**src/sv/assert_macros.svh**
```systemverilog
// Assertion helpers shared by the frame manager modules.
`ifndef ASSERT_MACROS_SVH
`define ASSERT_MACROS_SVH

// Clocked property, switched off while the synchronous reset is held low.
`define CBFM_ASSERT(label, clk, rst_n, prop, msg) \
  label: assert property (@(posedge clk) disable iff (!rst_n) prop) \
    else $error(msg);

// Clocked property that is checked on every edge, reset included.
`define CBFM_ASSERT_ALWAYS(label, clk, prop, msg) \
  label: assert property (@(posedge clk) prop) \
    else $error(msg);

`endif

```
**src/sv/cbfm_pkg.sv**
```systemverilog
package cbfm_pkg;

  localparam int FRAMES_DEF = 16;
  localparam int FRAME_W    = 4;
  localparam int PIN_W      = 8;
  localparam logic [PIN_W-1:0] PIN_MAX = 8'hFF;

  localparam logic [1:0] OP_READ    = 2'd0;
  localparam logic [1:0] OP_UNPIN   = 2'd1;
  localparam logic [1:0] OP_DISPOSE = 2'd2;

  typedef enum logic [2:0] {
    ST_DONE,
    ST_LOADED,
    ST_NOFREE,
    ST_NOTPINNED,
    ST_NOTFOUND
  } status_t;

  typedef struct packed {
    logic [1:0]  op;
    logic [15:0] file_id;
    logic [31:0] page_no;
    logic        dirty;
  } in_t;

  typedef struct packed {
    logic [FRAME_W-1:0] frame;
    status_t            status;
    logic               evict_valid;
    logic               evict_dirty;
    logic [15:0]        evict_file;
    logic [31:0]        evict_page;
  } out_t;

  // One frame descriptor as held in the frame table.
  typedef struct packed {
    logic [15:0]      file;
    logic [31:0]      page;
    logic [PIN_W-1:0] pins;
    logic             refb;
    logic             dirty;
  } slot_t;

  typedef enum logic [1:0] {
    S_IDLE,
    S_LOOK,
    S_SWEEP,
    S_DONE
  } state_t;

endpackage

```
**src/sv/cbfm_ram.sv**
```systemverilog
module cbfm_ram #(
  parameter int WIDTH = 8,
  parameter int DEPTH = 16,
  localparam int AW = $clog2(DEPTH)
) (
  input  logic             clk,
  input  logic             we,
  input  logic [AW-1:0]    waddr,
  input  logic [WIDTH-1:0] wdata,
  input  logic [AW-1:0]    raddr,
  output logic [WIDTH-1:0] rdata
);

  logic [WIDTH-1:0] mem [DEPTH];

  always_ff @(posedge clk) begin
    if (we) begin
      mem[waddr] <= wdata;
    end
    rdata <= mem[raddr];
  end

endmodule

```
**src/sv/cbfm_ctrl.sv**
```systemverilog
`include "assert_macros.svh"

module cbfm_ctrl #(
  parameter int FRAMES = cbfm_pkg::FRAMES_DEF,
  localparam int IDX_W = $clog2(FRAMES)
) (
  input  logic           clk,
  input  logic           rst_n,
  input  logic           start,
  input  cbfm_pkg::in_t  req,
  output logic           idle,
  output cbfm_pkg::out_t res,
  output logic           res_valid,
  input  logic           res_ready
);

  import cbfm_pkg::*;

  localparam int SW_W = $clog2(2 * FRAMES + 1);
  localparam logic [SW_W-1:0]  SW_LIMIT = SW_W'(2 * FRAMES);
  localparam logic [IDX_W-1:0] LAST     = IDX_W'(FRAMES - 1);

  state_t            state_r, state_nxt;
  in_t               req_r, req_nxt;
  logic [IDX_W-1:0]  idx_r, idx_nxt;
  logic [IDX_W-1:0]  hand_r, hand_nxt;
  logic [SW_W-1:0]   cnt_r, cnt_nxt;
  logic [FRAMES-1:0] valid_r, valid_nxt;
  out_t              res_r, res_nxt;

  logic             we;
  logic [IDX_W-1:0] waddr;
  logic [IDX_W-1:0] raddr;
  slot_t            wdata;
  slot_t            rdata;
  slot_t            upd;
  logic             hit;
  logic             sw_load;

  function automatic logic [IDX_W-1:0] wrap_inc(input logic [IDX_W-1:0] x);
    return (x == LAST) ? '0 : x + 1'b1;
  endfunction

  cbfm_ram #(
    .WIDTH ($bits(slot_t)),
    .DEPTH (FRAMES)
  ) u_ram (
    .clk   (clk),
    .we    (we),
    .waddr (waddr),
    .wdata (wdata),
    .raddr (raddr),
    .rdata (rdata)
  );

  always_comb begin
    state_nxt = state_r;
    req_nxt   = req_r;
    idx_nxt   = idx_r;
    hand_nxt  = hand_r;
    cnt_nxt   = cnt_r;
    valid_nxt = valid_r;
    res_nxt   = res_r;
    we        = 1'b0;
    waddr     = idx_r;
    wdata     = rdata;
    raddr     = '0;
    sw_load   = 1'b0;
    upd       = rdata;
    hit       = valid_r[idx_r] && (rdata.file == req_r.file_id) &&
                (rdata.page == req_r.page_no);

    unique case (state_r)
      S_IDLE: begin
        // Frame zero is always being read here, so the scan starts at once.
        if (start) begin
          req_nxt = req;
          idx_nxt = '0;
          res_nxt = '0;
          if (req.op == OP_READ || req.op == OP_UNPIN || req.op == OP_DISPOSE) begin
            state_nxt = S_LOOK;
          end else begin
            res_nxt.status = ST_NOTFOUND;
            state_nxt      = S_DONE;
          end
        end
      end

      S_LOOK: begin
        raddr = wrap_inc(idx_r);
        if (hit) begin
          res_nxt.frame  = FRAME_W'(idx_r);
          res_nxt.status = ST_DONE;
          state_nxt      = S_DONE;
          case (req_r.op)
            OP_READ: begin
              upd.pins = (rdata.pins == PIN_MAX) ? rdata.pins : rdata.pins + 1'b1;
              upd.refb = 1'b1;
              we       = 1'b1;
              wdata    = upd;
            end
            OP_UNPIN: begin
              if (rdata.pins == '0) begin
                res_nxt.status = ST_NOTPINNED;
              end else begin
                upd.pins  = rdata.pins - 1'b1;
                upd.dirty = rdata.dirty | req_r.dirty;
                we        = 1'b1;
                wdata     = upd;
              end
            end
            OP_DISPOSE: begin
              valid_nxt[idx_r] = 1'b0;
            end
            default: ;
          endcase
        end else if (idx_r == LAST) begin
          if (req_r.op == OP_READ) begin
            raddr     = hand_r;
            cnt_nxt   = '0;
            state_nxt = S_SWEEP;
          end else begin
            res_nxt.status = ST_NOTFOUND;
            state_nxt      = S_DONE;
          end
        end else begin
          idx_nxt = wrap_inc(idx_r);
        end
      end

      S_SWEEP: begin
        // The next frame is read ahead while the one under the hand is judged.
        raddr = wrap_inc(hand_r);
        waddr = hand_r;
        if (cnt_r == SW_LIMIT) begin
          res_nxt.status = ST_NOFREE;
          state_nxt      = S_DONE;
        end else if (!valid_r[hand_r]) begin
          sw_load = 1'b1;
        end else if (rdata.pins != '0) begin
          cnt_nxt  = cnt_r + 1'b1;
          hand_nxt = wrap_inc(hand_r);
        end else if (rdata.refb) begin
          upd.refb = 1'b0;
          we       = 1'b1;
          wdata    = upd;
          cnt_nxt  = cnt_r + 1'b1;
          hand_nxt = wrap_inc(hand_r);
        end else begin
          sw_load             = 1'b1;
          res_nxt.evict_valid = 1'b1;
          res_nxt.evict_dirty = rdata.dirty;
          res_nxt.evict_file  = rdata.file;
          res_nxt.evict_page  = rdata.page;
        end
        if (sw_load) begin
          we                = 1'b1;
          wdata.file        = req_r.file_id;
          wdata.page        = req_r.page_no;
          wdata.pins        = PIN_W'(1);
          wdata.refb        = 1'b1;
          wdata.dirty       = 1'b0;
          valid_nxt[hand_r] = 1'b1;
          res_nxt.frame     = FRAME_W'(hand_r);
          res_nxt.status    = ST_LOADED;
          state_nxt         = S_DONE;
        end
      end

      S_DONE: begin
        if (res_ready) begin
          state_nxt = S_IDLE;
        end
      end

      default: begin
        state_nxt = S_IDLE;
      end
    endcase
  end

  always_ff @(posedge clk) begin
    if (!rst_n) begin
      state_r <= S_IDLE;
      hand_r  <= LAST;
      cnt_r   <= '0;
      valid_r <= '0;
    end else begin
      state_r <= state_nxt;
      hand_r  <= hand_nxt;
      cnt_r   <= cnt_nxt;
      valid_r <= valid_nxt;
    end
  end

  always_ff @(posedge clk) begin
    req_r <= req_nxt;
    idx_r <= idx_nxt;
    res_r <= res_nxt;
  end

  assign idle      = (state_r == S_IDLE);
  assign res       = res_r;
  assign res_valid = (state_r == S_DONE);

  `CBFM_ASSERT(a_no_rw_clash, clk, rst_n, we |-> (waddr != raddr), "table read and write clash")
  `CBFM_ASSERT(a_sweep_bound, clk, rst_n, cnt_r <= SW_LIMIT, "sweep count overran")
  `CBFM_ASSERT(a_load_valid, clk, rst_n, sw_load |=> valid_r[$past(hand_r)], "lost valid bit")

endmodule

```
**src/sv/clock_buffer_frame_manager.sv**
```systemverilog
// Buffer-frame manager with clock (second-chance) replacement. Each request word
// (read and pin, unpin, or dispose of a file page) yields exactly one result word.
// A request is taken only while the manager is idle; the frame descriptors live in
// a single-port-read table, so the lookup visits one frame per cycle in frame order
// and stops at the first match, examining up to FRAMES frames. A read that misses
// then runs the clock hand, again one frame per cycle through the same read port,
// and gives up with no free frame once the hand has advanced 2*FRAMES times. The
// finished result sits in an output register, so a new request may be accepted
// while the previous result still waits to be taken.
`include "assert_macros.svh"

module clock_buffer_frame_manager #(
  parameter int FRAMES = cbfm_pkg::FRAMES_DEF
) (
  input  logic           clk,
  input  logic           rst_n,
  input  logic           in_valid,
  output logic           in_ready,
  input  cbfm_pkg::in_t  in_data,
  output logic           out_valid,
  input  logic           out_ready,
  output cbfm_pkg::out_t out_data
);

  import cbfm_pkg::*;

  logic idle;
  logic res_valid;
  logic res_ready;
  out_t res;

  out_t out_r, out_nxt;
  logic out_valid_r, out_valid_nxt;

  // The sequencer owns the frame table, the valid bits and the clock hand.
  cbfm_ctrl #(
    .FRAMES (FRAMES)
  ) u_ctrl (
    .clk       (clk),
    .rst_n     (rst_n),
    .start     (in_valid && in_ready),
    .req       (in_data),
    .idle      (idle),
    .res       (res),
    .res_valid (res_valid),
    .res_ready (res_ready)
  );

  assign in_ready  = idle;
  // The output register can take a new result when it is empty or being emptied.
  assign res_ready = !out_valid_r || out_ready;

  always_comb begin
    out_nxt       = out_r;
    out_valid_nxt = out_valid_r;
    if (res_valid && res_ready) begin
      out_nxt       = res;
      out_valid_nxt = 1'b1;
    end else if (out_ready) begin
      out_valid_nxt = 1'b0;
    end
  end

  always_ff @(posedge clk) begin
    if (!rst_n) begin
      out_valid_r <= 1'b0;
    end else begin
      out_valid_r <= out_valid_nxt;
    end
  end

  always_ff @(posedge clk) begin
    out_r <= out_nxt;
  end

  assign out_valid = out_valid_r;
  assign out_data  = out_r;

  `CBFM_ASSERT(a_out_from_res, clk, rst_n, $rose(out_valid_r) |-> $past(res_valid), "result word appeared without a finished request")

endmodule

```
**config.mk**
```make
export PLATFORM = sky130hd
export DESIGN_NAME = clock_buffer_frame_manager
export DESIGN_NICKNAME = d
export VERILOG_FILES = /design/src/sv/cbfm_pkg.sv /design/src/sv/cbfm_ram.sv /design/src/sv/cbfm_ctrl.sv /design/src/sv/clock_buffer_frame_manager.sv
export VERILOG_INCLUDE_DIRS = /design/src /design/src/sv
export SDC_FILE = /design/constraint.sdc
export NUM_CORES = 2
export LEC_CHECK = 0
export ABC_AREA = 1
export BUFFER_PORTS_ARGS = -buffer_cell sky130_fd_sc_hd__buf_4
export CAP_MARGIN = 10
export CELL_PAD_IN_SITES_DETAIL_PLACEMENT = 1
export CELL_PAD_IN_SITES_GLOBAL_PLACEMENT = 2
export CORE_AREA = 2 2 355 357
export DETAILED_ROUTE_END_ITERATION = 12
export DIE_AREA = 0 0 357 359
export PLACE_DENSITY_LB_ADDON = 0.1
export SYNTH_ARGS = -nofsm -noshare
export SYNTH_HDL_FRONTEND = slang
export SYNTH_HIERARCHICAL = 1
export SYNTH_SLANG_ARGS = --single-unit
export TNS_END_PERCENT = 5
```
**constraint.sdc**
```tcl
create_clock -name clk -period 5.9 [get_ports clk]
set_input_delay 0 -clock clk [delete_from_list [all_inputs] [get_ports clk]]
set_output_delay 0 -clock clk [all_outputs]
set_load 0.1 [all_outputs]
```
==> impl_results.md <==
- Outcome: complete, no violations
- Clk_lat worst skew: about 0.77 ns
- First-pass iteration count of the detailed router: 5
- Final Setup Violations: 0
- Critical path class: reg -> reg
- Die area: 128000 um2
- Slew Limit Fails: 0
- Area leader, netlist: edfxtp_1
- Syn. warnings: 6
- Worst EP arrival: 5.32 ns
- Antenna viol nets, final: 0
- Hold buffer count at cts: 106
- Crit start category: flip-flop
- Fin crit period: 4.88 ns
- Die height: 359 um
- Site Rows: 130
- Post-DP HPWL: around 94 mm
- I/O Pins: between 100 and 150
- CTS tree: done
- #FFs+latches synth: 1184
- Final Hold Fails: 0
- Synth area leaders: edfxtp_1 63%, nand2_1 12%, nand3_1 7.3%
- Cell area after synthesis: slightly above 50000 um2
- Pwr dens: 442 nW/um2
- Crit path capture type: flip-flop
- GRT Overall Usage: 25.6%
- Routability Congestion: 0.815
- Starting density of the core: 41.7%
- Post-route clock period utilization: 82.7%
- Post-synthesis net count: 5140
- Relative slew slack: 28.3%
- Syn_area_per_cell: 10.2 um2
- Peak VDD IR: between 0.0003 and 0.0004 V
- Nets: 5350
- Netlist cell types: 47
- Share of cells above drive strength 1: 8.84%
- DR DRC count: 0
- Vias in the first global route: roughly 37k
- Top cell type's share of synthesized area: a little under two thirds
- Clock skew: 0.0275 ns
- Largest net degree at the start of global routing: 161
- Fillers: 13.6k
- Crit path max fanout: 25
- Vias per inst: 5.14
- Global-route wire length before repair: 244 mm
- Iter 0 DRT Violations: around 2.8k
- Clk sinks: 1184
- Max_cap viols: 0
- Worst hold path class: in -> reg
- GRT overflow: 0
- Register area: 34700 um2
- Most common cell after layout, fill and taps aside: nand2_1
- Htree depth: 4
- Mapped Cells: 5069
- Setup tns final: 0 ns
- Core area: 125000 um2
- Clock slew at reported path FFs: ~0.060 ns
- Unrepaired setup endpoints after global routing: no
- Routed WL: 163 mm
- Die X: 357 um
- Tot Pwr: 26.5 mW
- Port Buf Inserts: 113
- WL per Instance: between 20 and 25 um
- Setup bufs post-CTS: 0
- Clock Tree Buf Depth: 3
- Most frequent cells in the layout: 1594 x nand2_1, 1097 x edfxtp_1, 916 x inv_1, 756 x nand3_1, 161 x buf_4
- TritonCTS Buffers: 136
- Peak Freq: 205 MHz
- Multi-input gate area: 12400 um2
- Sequential cell area fraction in the yosys report: 66.8%
- Via count: 36.2k
- LEAKAGE: between 20 and 30 nW
- Initial antenna violation count: 6
- Area Growth Syn to Fin: 15.5%
- Worst Path Required: 6.34 ns
- Slew @ Worst Pin: 1.08 ns
- Clock root buffer master: clkbuf_16
- Post_cts resized: 0
==> critical path, cell delays in order, from the launching register on <==
cell and delay [ns]:
edfxtp_1 0.60, inv_1 0.39, nand2_1 0.10, nand3_1 0.08, nand2_1 0.06, nand2_1 0.05, nand2_1 0.05, inv_1 0.04
nand2_1 0.23, inv_1 0.12, and3_1 0.43, nand2_1 0.30, inv_1 0.14, nand2_1 0.06, a21oi_1 0.41, nand3b_1 0.41
nor2_4 0.71, buf_12 0.31
==> area by class of cell <==
| class | count | area share [%] |
|---|---|---|
| clock inverters | 58 | 0.958 |
| well taps | 1650 | 3.44 |
| diodes | 1 | 0.00417 |
| flip-flops and latches | 1184 | 57.8 |
| multi-input cells | 2727 | 20.7 |
| clock buffers | 188 | 6.33 |
| inverters | 930 | 5.88 |
| repair buffers | 300 | 4.89 |
==> where the power goes <==
| part | total (mW) | leakage [nW] | switching [mW] | internal, mW |
|---|---|---|---|---|
| logic | 6.43 | 12.5 | 5.07 | 1.36 |
| clock network | 8.35 | 2.13 | 3.42 | 4.94 |
| registers | 11.7 | 10.7 | 0.376 | 11.4 |
| total | 26.5 | 25.3 | 8.86 | 17.7 |
==> worst paths after layout <==
path	start	end	slack, ns	cells past startpoint
max	u_ctrl/idx_r[0]	u_ctrl/u_ram/mem[5][53]	1.02	17
min	rst_n	u_ctrl/hand_r[2]	0.09	3
max reg2reg	u_ctrl/idx_r[0]	u_ctrl/u_ram/mem[5][53]	1.02	17
min reg2reg	u_ctrl/res[14]	out_data[14]	0.41	0
==> through the flow <==
step                setup WS (ns)  area [um2]  utilization (%)  hold WS (ns)  cells
floorplan                   0.875       51900                -        0.0989   5069
global placement             1.08       54500             43.8         0.181   6684
detailed placement           1.00       54500             43.8         0.180   6684
CTS                         0.979       60000             48.1        0.0405   7036
global route                0.713       60000             48.1        0.0851   7038
finish                       1.02       60000             48.1        0.0928   7038
==> routing by layer <==
metal	global-route usage, %	vias to the layer above	routed length, um
met3	3.54	176	7620
met4	6.12	0	2940
met1	36.6	18300	75400
met2	41.3	803	76700
met5	0	-	0
li1	-	16800	-
==> sequential cells by signal (all words and copies together) (netlist names), 2 cells and up <==
register and cells:
u_ctrl/u_ram/mem 928, u_ctrl/req_r 51, u_ctrl/idx_r 4, u_ctrl/valid_r 16, u_ctrl/res 57, out_data 57
u_ctrl/cnt_r 6, u_ctrl/state_r 2, u_ctrl/hand_r 4, u_ctrl/u_ram/rdata 58
==> kinds of logic (layout without fill, tap and decap cells) <==
family / after synthesis / in the layout / share of synthesized area [%]
XOR/XNOR: 11 / 11 / 0.186
other: 0 / 1 / 0
flip-flops: 1184 / 1184 / 66.8
buffers and inverters: 1158 / 1476 / 9.75
adder cells (fa/ha/maj): 16 / 16 / 0.386
AO/OA/AOI/OAI: 176 / 176 / 2.43
AND/OR/NAND/NOR: 2524 / 2524 / 20.5
==> cells in the mapped netlist, drive strengths merged <==
master and instances:
nand2 1604, edfxtp 1097, inv 928, nand3 757, buf 186, nor2 125, dfxtp 87, o21ai 57
o22ai 51, clkbuf 42, a21oi 41, nand4 18, ha 16, o211ai 15, nor3 8, xor2 8
a31oi 5, nor4 4, o31ai 4, nand3b 3, xnor2 3, and2 2, clkinv 2, or2 2
and3 1, o2111ai 1, o21bai 1, o32ai 1
Note: power is estimated with default switching activity, not from simulation.
